File: src/sv/fss_pkg.sv
// package for the fft size smooth search block
// holds the sequencer state type, search constants and the odd prime inverses
// no dependencies
package fss_pkg;

	localparam int SIZE_BITS_DEF = 20;
	localparam int EXT_BITS      = 16;
	localparam int WIDTH_DIVISOR = 20;
	localparam int WIDTH_SHIFT   = 2;
	localparam int MIN_WIDTH     = 3;
	localparam int LEFTOVER_A    = 11;
	localparam int LEFTOVER_B    = 13;

	localparam longint unsigned WIDTH_ODD = 64'd5;
	localparam longint unsigned PRIME_3   = 64'd3;
	localparam longint unsigned PRIME_5   = 64'd5;
	localparam longint unsigned PRIME_7   = 64'd7;

	// inverses of the odd primes modulo 2^64
	localparam longint unsigned INV_3 = 64'hAAAA_AAAA_AAAA_AAAB;
	localparam longint unsigned INV_5 = 64'hCCCC_CCCC_CCCC_CCCD;
	localparam longint unsigned INV_7 = 64'h6DB6_DB6D_B6DB_6DB7;

	typedef logic [1:0] prime_idx_t;

	localparam prime_idx_t PRIME_IDX_FIRST = 2'd0;
	localparam prime_idx_t PRIME_IDX_MID   = 2'd1;
	localparam prime_idx_t PRIME_IDX_LAST  = 2'd2;

	typedef enum logic [2:0] {
		ST_IDLE,
		ST_WIDTH,
		ST_CAND,
		ST_TWO,
		ST_TRY,
		ST_EVAL,
		ST_NEXT,
		ST_DONE
	} state_t;

endpackage

File: src/sv/fft_size_smooth_search.sv
// fft size smooth search top level
// sequencer around one shared multiplier: reciprocal for the width, inverses for 3, 5 and 7
// depends on fss_pkg
//
// Takes a transform size and returns the smallest extension e from 0 up to the
// search width W = max(3, size / 20) such that size + e has only factors 2, 3, 5
// and 7 (at least one of them), or is 11 or 13, alone or times such a number.
// found is 0 and extension equals W when no such length lies within the width.
// One word is handled at a time and in_stall is high while the search runs. The
// width takes one multiply on the shared multiplier. Each candidate then passes
// through ST_CAND, ST_TWO and ST_TRY to ST_EVAL, and a rejected one on to ST_NEXT.
// ST_TWO shifts out one factor of two at a time, and ST_TRY does one multiply by a
// modular inverse for every trial by 3, 5 and 7: one failing trial per prime plus
// one more per factor found. A zero candidate goes from ST_CAND straight to
// ST_NEXT. A result word may wait at the output while the next word is taken in.
module fft_size_smooth_search
	import fss_pkg::*;
#(
	parameter int SIZE_BITS = SIZE_BITS_DEF
) (
	input  logic                 clk,
	input  logic                 arst_n,
	input  logic                 in_valid,
	output logic                 in_stall,
	input  logic [SIZE_BITS-1:0] size,
	output logic                 out_valid,
	input  logic                 out_stall,
	output logic                 found,
	output logic [EXT_BITS-1:0]  extension
);

	localparam int DB = SIZE_BITS + 1;
	localparam int PB = 2 * DB;
	localparam int WB = (SIZE_BITS - 4 > 2) ? SIZE_BITS - 4 : 2;

	localparam longint unsigned DB_MASK = (64'd1 << DB) - 64'd1;

	localparam logic [DB-1:0] WIDTH_RECIP = DB'((DB_MASK + WIDTH_ODD) / WIDTH_ODD);
	localparam logic [DB-1:0] MUL_INV_3   = DB'(INV_3);
	localparam logic [DB-1:0] MUL_INV_5   = DB'(INV_5);
	localparam logic [DB-1:0] MUL_INV_7   = DB'(INV_7);
	localparam logic [DB-1:0] DIV_LIM_3   = DB'(DB_MASK / PRIME_3);
	localparam logic [DB-1:0] DIV_LIM_5   = DB'(DB_MASK / PRIME_5);
	localparam logic [DB-1:0] DIV_LIM_7   = DB'(DB_MASK / PRIME_7);

	state_t state_q, state_d;

	logic [SIZE_BITS-1:0] size_q;
	logic [WB-1:0]        w_q;
	logic [WB-1:0]        e_q;
	logic [DB-1:0]        v_q;
	logic                 had_q;
	prime_idx_t           pidx_q;
	logic                 res_found_q;
	logic                 out_valid_q;
	logic                 found_q;
	logic [EXT_BITS-1:0]  ext_q;

	logic [DB-1:0]        inv;
	logic [DB-1:0]        lim;
	logic [DB-1:0]        mul_a;
	logic [DB-1:0]        mul_b;
	logic [PB-1:0]        prod;
	logic [DB-1:0]        w_quo;
	logic                 divides;
	logic [DB-1:0]        cand;
	logic                 friendly;
	logic                 out_take;

	always_comb begin
		inv = MUL_INV_7;
		lim = DIV_LIM_7;
		unique case (pidx_q)
			PRIME_IDX_FIRST: begin
				inv = MUL_INV_3;
				lim = DIV_LIM_3;
			end
			PRIME_IDX_MID: begin
				inv = MUL_INV_5;
				lim = DIV_LIM_5;
			end
			default: begin
				inv = MUL_INV_7;
				lim = DIV_LIM_7;
			end
		endcase
	end

	// shared multiplier
	assign mul_a   = (state_q == ST_WIDTH) ? DB'(size_q >> WIDTH_SHIFT) : v_q;
	assign mul_b   = (state_q == ST_WIDTH) ? WIDTH_RECIP : inv;
	assign prod    = PB'(mul_a) * PB'(mul_b);
	assign w_quo   = prod[PB-1:DB];
	assign divides = prod[DB-1:0] <= lim;

	assign cand     = DB'(size_q) + DB'(e_q);
	assign friendly = (v_q == DB'(1) && had_q) || v_q == DB'(LEFTOVER_A)
		|| v_q == DB'(LEFTOVER_B);
	assign out_take = !out_valid_q || !out_stall;

	always_ff @(posedge clk or negedge arst_n) begin
		if (!arst_n) begin
			state_q <= ST_IDLE;
		end else begin
			state_q <= state_d;
		end
	end

	always_comb begin
		state_d  = state_q;
		in_stall = state_q != ST_IDLE;
		unique case (state_q)
			ST_IDLE: begin
				if (in_valid) begin
					state_d = ST_WIDTH;
				end
			end
			ST_WIDTH: begin
				state_d = ST_CAND;
			end
			ST_CAND: begin
				state_d = (cand == '0) ? ST_NEXT : ST_TWO;
			end
			ST_TWO: begin
				if (v_q[0]) begin
					state_d = ST_TRY;
				end
			end
			ST_TRY: begin
				if (!divides && pidx_q == PRIME_IDX_LAST) begin
					state_d = ST_EVAL;
				end
			end
			ST_EVAL: begin
				state_d = friendly ? ST_DONE : ST_NEXT;
			end
			ST_NEXT: begin
				state_d = (e_q == w_q) ? ST_DONE : ST_CAND;
			end
			ST_DONE: begin
				if (out_take) begin
					state_d = ST_IDLE;
				end
			end
			default: begin
				state_d = ST_IDLE;
			end
		endcase
	end

	// datapath
	always_ff @(posedge clk) begin
		unique case (state_q)
			ST_IDLE: begin
				size_q <= size;
			end
			ST_WIDTH: begin
				e_q <= '0;
				if (w_quo < DB'(MIN_WIDTH)) begin
					w_q <= WB'(MIN_WIDTH);
				end else begin
					w_q <= w_quo[WB-1:0];
				end
			end
			ST_CAND: begin
				v_q    <= cand;
				had_q  <= 1'b0;
				pidx_q <= PRIME_IDX_FIRST;
			end
			ST_TWO: begin
				if (!v_q[0]) begin
					v_q   <= v_q >> 1;
					had_q <= 1'b1;
				end
			end
			ST_TRY: begin
				if (divides) begin
					v_q   <= prod[DB-1:0];
					had_q <= 1'b1;
				end else if (pidx_q != PRIME_IDX_LAST) begin
					pidx_q <= pidx_q + prime_idx_t'(1);
				end
			end
			ST_EVAL: begin
				res_found_q <= friendly;
			end
			ST_NEXT: begin
				res_found_q <= 1'b0;
				if (e_q != w_q) begin
					e_q <= e_q + WB'(1);
				end
			end
			ST_DONE: begin
			end
			default: begin
			end
		endcase
	end

	// output register
	always_ff @(posedge clk or negedge arst_n) begin
		if (!arst_n) begin
			out_valid_q <= 1'b0;
		end else if (state_q == ST_DONE && out_take) begin
			out_valid_q <= 1'b1;
		end else if (!out_stall) begin
			out_valid_q <= 1'b0;
		end
	end

	always_ff @(posedge clk) begin
		if (state_q == ST_DONE && out_take) begin
			found_q <= res_found_q;
			ext_q   <= EXT_BITS'(e_q);
		end
	end

	assign out_valid = out_valid_q;
	assign found     = found_q;
	assign extension = ext_q;

endmodule

File: config.mk
export PLATFORM = sky130hd
export DESIGN_NAME = fft_size_smooth_search
export DESIGN_NICKNAME = d
export VERILOG_FILES = /design/src/sv/fss_pkg.sv /design/src/sv/fft_size_smooth_search.sv
export SDC_FILE = /design/constraint.sdc
export NUM_CORES = 1
export LEC_CHECK = 0
export CORE_MARGIN = 10
export CORE_UTILIZATION = 60
export CTS_CLUSTER_DIAMETER = 80
export DETAILED_ROUTE_END_ITERATION = 6
export DONT_BUFFER_PORTS = 1
export PLACE_DENSITY = 0.76
export RECOVER_POWER = 100
export SKIP_LAST_GASP = 1
export SLEW_MARGIN = 15
export SYNTH_ARGS = -nofsm -noshare
export SYNTH_HDL_FRONTEND = slang
export SYNTH_SLANG_ARGS = --single-unit
File: constraint.sdc
create_clock -name clk -period 16.39 [get_ports clk]
set_clock_uncertainty 0.2 [all_clocks]
set_input_delay 1.639 -clock clk [delete_from_list [all_inputs] [get_ports clk]]
set_output_delay 1.639 -clock clk [all_outputs]
set_load 0.01 [all_outputs]
==> results of run 1 <==
-- cells by family (layout without fill, tap and decap cells) --
logic type,Yosys count,count (layout),synth area share
compound gates,285,285,0.107
xor+xnor,76,76,0.0369
fa+ha+maj,503,503,0.472
buf+inv,483,457,0.101
flops,98,98,0.162
mux,4,4,0.00236
other cells,0,2,0
simple gates,444,444,0.119
-- cell type report --
class | instances | share of cell area
Antenna cell | 2 | 0.000268
Clock buffer | 11 | 0.0124
Clock inverter | 5 | 0.00462
Inverter | 435 | 0.0873
Multi-Input combinational cell | 1312 | 0.711
Sequential cell | 98 | 0.156
Tap cell | 390 | 0.0261
Timing Repair Buffer | 6 | 0.00161
-- metrics by stage --
step | util | area (um2)
2_1_floorplan | - | 18000
3_3_place_gp | 0.620 | 18400
3_5_place_dp | 0.620 | 18400
4_1_cts | 0.631 | 18700
5_1_grt | 0.631 | 18700
6_report | 0.631 | 18700
-- Yosys cell counts, types with 12 or more instances --
cell      number
edfxtp_1      94
o21ai_0       38
xor2_1        39
or3_1         12
a21oi_1       84
a22oi_1       14
o21ai_1       12
a21o_1        23
xnor2_1       37
nand2_1      137
nand3_1       28
nor4_1        14
nor3_1        21
inv_1        434
clkbuf_1      44
and2_1        28
o21a_1        14
ha_1         209
fa_1         294
a31oi_1       13
nor2_1       112
and3_1        30
-- routing by layer --
layer  track usage  wire, um  vias up
li1              -         -     6098
met1         0.372     22000     6774
met2         0.456     24500      600
met3        0.0757      4920       97
met4        0.0887      1750        2
met5             0        18        -
-- worst max-delay path: cells and delay by family (launching register included) --
family          cells  cell delay, ns
xor+xnor            2            0.40
compound gates      9            2.57
flops               1            0.54
buf+inv             8            2.89
simple gates        8            1.64
fa+ha+maj           9            3.82
-- state kept, by name, summed over array words and instances, names as in the netlist --
| register | flops |
|---|---|
| extension | 16 |
| w_q | 16 |
| v_q | 21 |
| out_valid | 1 |
| found | 1 |
| res_found_q | 1 |
| size_q | 20 |
| e_q | 16 |
| state_q | 3 |
| pidx_q | 2 |
| had_q | 1 |
-- worst paths after layout --
path,from,endpoint,slack [ns],cells past startpoint
worst max-delay path,state_q[0],v_q[11],3.90,36
min in group asynchronous,arst_n,out_valid,0.77,0
worst min-delay path,res_found_q,found,0.23,0
worst min register to register,res_found_q,found,0.23,0
max in group asynchronous,arst_n,state_q[0],15.15,0
worst max register to register,state_q[0],v_q[11],3.90,36
==> metrics.md, run 1 <==
| Metric | Value |
|---|---|
| H-tree depth | 3 |
| CTS tree | yes |
| Placeable Area | 29600 um2 |
| Row cnt | 63 |
| Number of remaining DRC errors | 0 |
| Slowest CP cell | clkbuf_1 |
| TNS Setup | 0 ns |
| DRT antenna net count | 0 |
| Layout cells sized above 1 | 0.0198 |
| WP data required | 16.17 ns |
| Area contributors post-synth | fa_1 (33%), edfxtp_1 (16%), ha_1 (15%) |
| Rel. slew slack | -0.386 |
| Failing checks | capacitance limit, slew limit |
| Final number of setup-violating endpoints | 0 |
| Layout area overhead | 3.70% |
| Starting DRT DRC Count | 1428 |
| Clock transition at the registers of the reported paths | 0.07 ns |
| CP Launch Type | flip-flop |
| Syn avg cell area | 9.52 um2 |
| Synthesized area | 18000 um2 |
| Max Clk Rate | 0.0801 GHz |
| Clk root buf | clkbuf_16 |
| Fin. max-slew vios | 105 |
| Status | complete, but fails checks |
| Post-CTS Setup Bufs | 0 |
| Final global-route overflow total | 0 |
| Starting Density | 0.608 |
| Initial antenna violation count | 3 |
| Ys async rst share | 0.0408 |
| Worst Hold Class | flip-flop to flip-flop |
| Reg area | 2920 um2 |
| Max_cap viols | 3 |
| Vias in the first global route | 14.1k |
| Most common cell after layout, fill and taps aside | inv_1 |
| CTS Hold Bufs | 0 |
| CP arrival | 12.27 ns |
| Final nets | 2389 |
| Post-Route WL | 53.2 mm |
| Worst-Skew Late Latency | 0.35 ns |
| Setup slack after placement | 5.73 ns |
| Die Y | 193 um |
| DR vias/cell | 6.01 |
| DR pass1 iterations | 6 |
| Area leader, netlist | fa_1 |
| Hpwl dp | 46.8 mm |
| Layout Cells excl Fill | 2259 |
| Crit path max fanout | 48 |
| Slowest cell delay on critical path | 1.51 ns |
| Syn nets | 2420 |
| # resized after CTS | 0 |
| Post-layout min period | 12.49 ns |
| Register area share after synthesis | 0.162 |
| Most used cell, CP | inv_1 |
| Worst Tran Pin Value | 2.08 ns |
| RePlAce Congestion | 1.03 |
| Multi-input gate area | 13300 um2 |
| Crit. End Element | flip-flop |
| Cells after Synth | 1893 |
| Fillers | 2520 |
| Wire length per cell | 23.6 um |
| EDFF count, synth | 94 |
| Cells after DPL | 2241 |
| Unrepaired setup endpoints after global routing | false |
| Final worst-path cycle share | 0.762 |
| Die area | 37400 um2 |
| CTS Sinks | 98 |
| Total number of vias | 13.6k |
| First-pass GRT wire length | 83.2 mm |
| Synth top area share | 0.327 |
| Netlist cell types | 79 |
| Synth Warn # | 0 |
| Main flop type after synthesis | edfxtp_1 |
| Final worst setup slack | 3.90 ns |
| Synth Register Bits | 98 |
| Inserted Clock Buffers | 9 |
| Port Buf Inserts | 0 |
| Chip width | 193 um |
| Final Hold Slack | 0.234 ns |
| Final hold viol count | 0 |
| I/O pin cnt | 43 |
| Most frequent cells in the layout | inv_1 (434), fa_1 (294), ha_1 (209), nand2_1 (137), nor2_1 (111) |
| Maximum buffer depth of the clock tree | 2 |
| Largest net degree at the start of global routing | 49 |
| Kind of critical path | flip-flop to flip-flop |
| Total Routing Usage GR | 0.285 |
Power of run 1 is not shown: default switching activity piles up to over one toggle a cycle in this logic, so the estimate is an artifact.
==> run 2, diff against run 1 <==
- clock period: 16.39 -> 12.3 ns (I/O delays scaled with it)
==> run 2 against run 1 <==
Effect of this change: routed wire length increased by 0.97%; highest routed layer is now met4; first-iteration DRC count down 12%; design area about the same; the run still ends with capacitance limit, slew limit left.
==> metrics.md, run 2 (same netlist as run 1, synthesis figures left out) <==
| Metric | Value |
|---|---|
| H-tree depth | 3 (unchanged) |
| Starting Density | 0.608 (unchanged) |
| Crit path max fanout | 35 (-27%) |
| Layout cells sized above 1 | 0.0220 (+0.00214) |
| First-pass GRT wire length | 83.3 mm (about the same) |
| CTS Hold Bufs | 0 (unchanged) |
| Largest registers | v_q (21), size_q (20) |
| Crit. End Element | flip-flop |
| Vias in the first global route | 14.2k (+0.38%) |
| Total Routing Usage GR | 0.287 (+0.00165) |
| Final global-route overflow total | 0 (unchanged) |
| Post-Route WL | 53.8 mm (+0.97%) |
| Clk root buf | clkbuf_16 |
| Initial antenna violation count | 0 (-3) |
| Clock transition at the registers of the reported paths | 0.07 ns (about the same) |
| Total number of vias | 13.6k (+0.28%) |
| Rel. slew slack | -0.165 (+0.221) |
| Status | complete, but fails checks |
| Most frequent cells in the layout | inv_1 (434), fa_1 (294), ha_1 (209), nand2_1 (137), nor2_1 (109) |
| Post-CTS Setup Bufs | 0 (unchanged) |
| Port Buf Inserts | 0 (unchanged) |
| Hpwl dp | 47.4 mm (+1.3%) |
| Worst Tran Pin Value | 1.75 ns (-0.332 ns) |
| I/O pin cnt | 43 (unchanged) |
| CTS tree | yes |
| Kind of critical path | flip-flop to flip-flop |
| Chip width | 193 um (unchanged) |
| Placeable Area | 29600 um2 (unchanged) |
| Maximum buffer depth of the clock tree | 2 (unchanged) |
| Final worst-path cycle share | 0.907 (+0.145) |
| Worst-Skew Late Latency | 0.35 ns (about the same) |
| CP arrival | 10.93 ns (-1.34 ns) |
| Final number of setup-violating endpoints | 0 (unchanged) |
| RePlAce Congestion | 1.07 (+3.5%) |
| Failing checks | capacitance limit, slew limit |
| Starting DRT DRC Count | 1263 (-12%) |
| Max_cap viols | 1 (-2) |
| DR vias/cell | 6.03 (+0.37%) |
| # diodes | 0 (-2) |
| Largest Register | v_q |
| # resized after CTS | 0 (unchanged) |
| Most used cell, CP | inv_1 |
| Fin. max-slew vios | 18 (-83%) |
| Layout area overhead | 3.74% (about the same) |
| CTS Sinks | 98 (unchanged) |
| Unrepaired setup endpoints after global routing | false |
| Die area | 37400 um2 (unchanged) |
| Inserted Clock Buffers | 9 (unchanged) |
| Wire length per cell | 23.8 um (+1.1%) |
| Most common cell after layout, fill and taps aside | inv_1 |
| Slowest CP cell | a21oi_2 |
| DR pass1 iterations | 7 (+1) |
| DRT antenna net count | 0 (unchanged) |
| Max Clk Rate | 0.0896 GHz (+12%) |
| WP data required | 12.07 ns (-4.10 ns) |
| Final nets | 2389 (unchanged) |
| Die Y | 193 um (unchanged) |
| Final hold viol count | 0 (unchanged) |
| Number of remaining DRC errors | 0 (unchanged) |
| CP Launch Type | flip-flop |
| Max reg flops | 21 (unchanged) |
| Row cnt | 63 (unchanged) |
| Slowest cell delay on critical path | 0.94 ns (-0.57 ns) |
| Worst Hold Class | flip-flop to flip-flop |
| TNS Setup | 0 ns (unchanged) |
| Largest net degree at the start of global routing | 36 (-27%) |
| Post-layout min period | 11.16 ns (-1.33 ns) |
-- run 2: layer usage --
metal,part of all wire,vias to the layer above,GRT usage
li1,-,6091,-
met1,0.40,6716,0.374
met2,0.46,702,0.457
met3,0.10,100,0.0788
met4,0.032,0,0.0893
met5,0,-,0
-- run 2: area by class of cell --
type / count / area, um2
inverters: 435 / 1630
repair buffers: 6 / 33.8
clock buffers: 10 / 229
multi-input cells: 1312 / 13300
clock inverters: 6 / 101
well taps: 390 / 488
flip-flops and latches: 98 / 2920
fillers: 2558 / 10900
-- run 2: worst max-delay path: cells and delay by family (launching register included) --
| kind | cells | cell delay [ns] |
|---|---|---|
| and+or+nand+nor | 8 | 2.05 |
| adders and majority gates | 9 | 3.82 |
| DFF | 1 | 0.55 |
| buffers and inverters | 7 | 1.16 |
| AOI/OAI and AO/OA | 9 | 2.54 |
| xor gates and xnor gates | 2 | 0.42 |
-- run 2: path summary, 6_finish.rpt --
| kind | start | end | slack, ns | depth (start not counted) |
|---|---|---|---|---|
| setup / recovery | state_q[0] | v_q[15] | 1.14 | 35 |
| hold / removal | res_found_q | found | 0.24 | 0 |
| setup reg to reg | state_q[0] | v_q[15] | 1.14 | 35 |
| hold reg to reg | res_found_q | found | 0.24 | 0 |
| max in group asynchronous | arst_n | state_q[0] | 11.46 | 0 |
| min in group asynchronous | arst_n | out_valid | 0.37 | 0 |
-- run 2: metrics by stage --
step	worst slack (ns)	cell area [um2]	hold WS [ns]	instances	utilization
after floorplan	2.68	18000	0.200	1893	-
after global placement	1.88	18400	0.209	2241	0.620
after detailed placement	1.48	18400	0.224	2241	0.620
after CTS	1.41	18700	0.241	2257	0.631
after global routing	0.461	18700	0.268	2257	0.631
final	1.14	18700	0.238	2257	0.631
Power of run 2 is left out for the same reason.
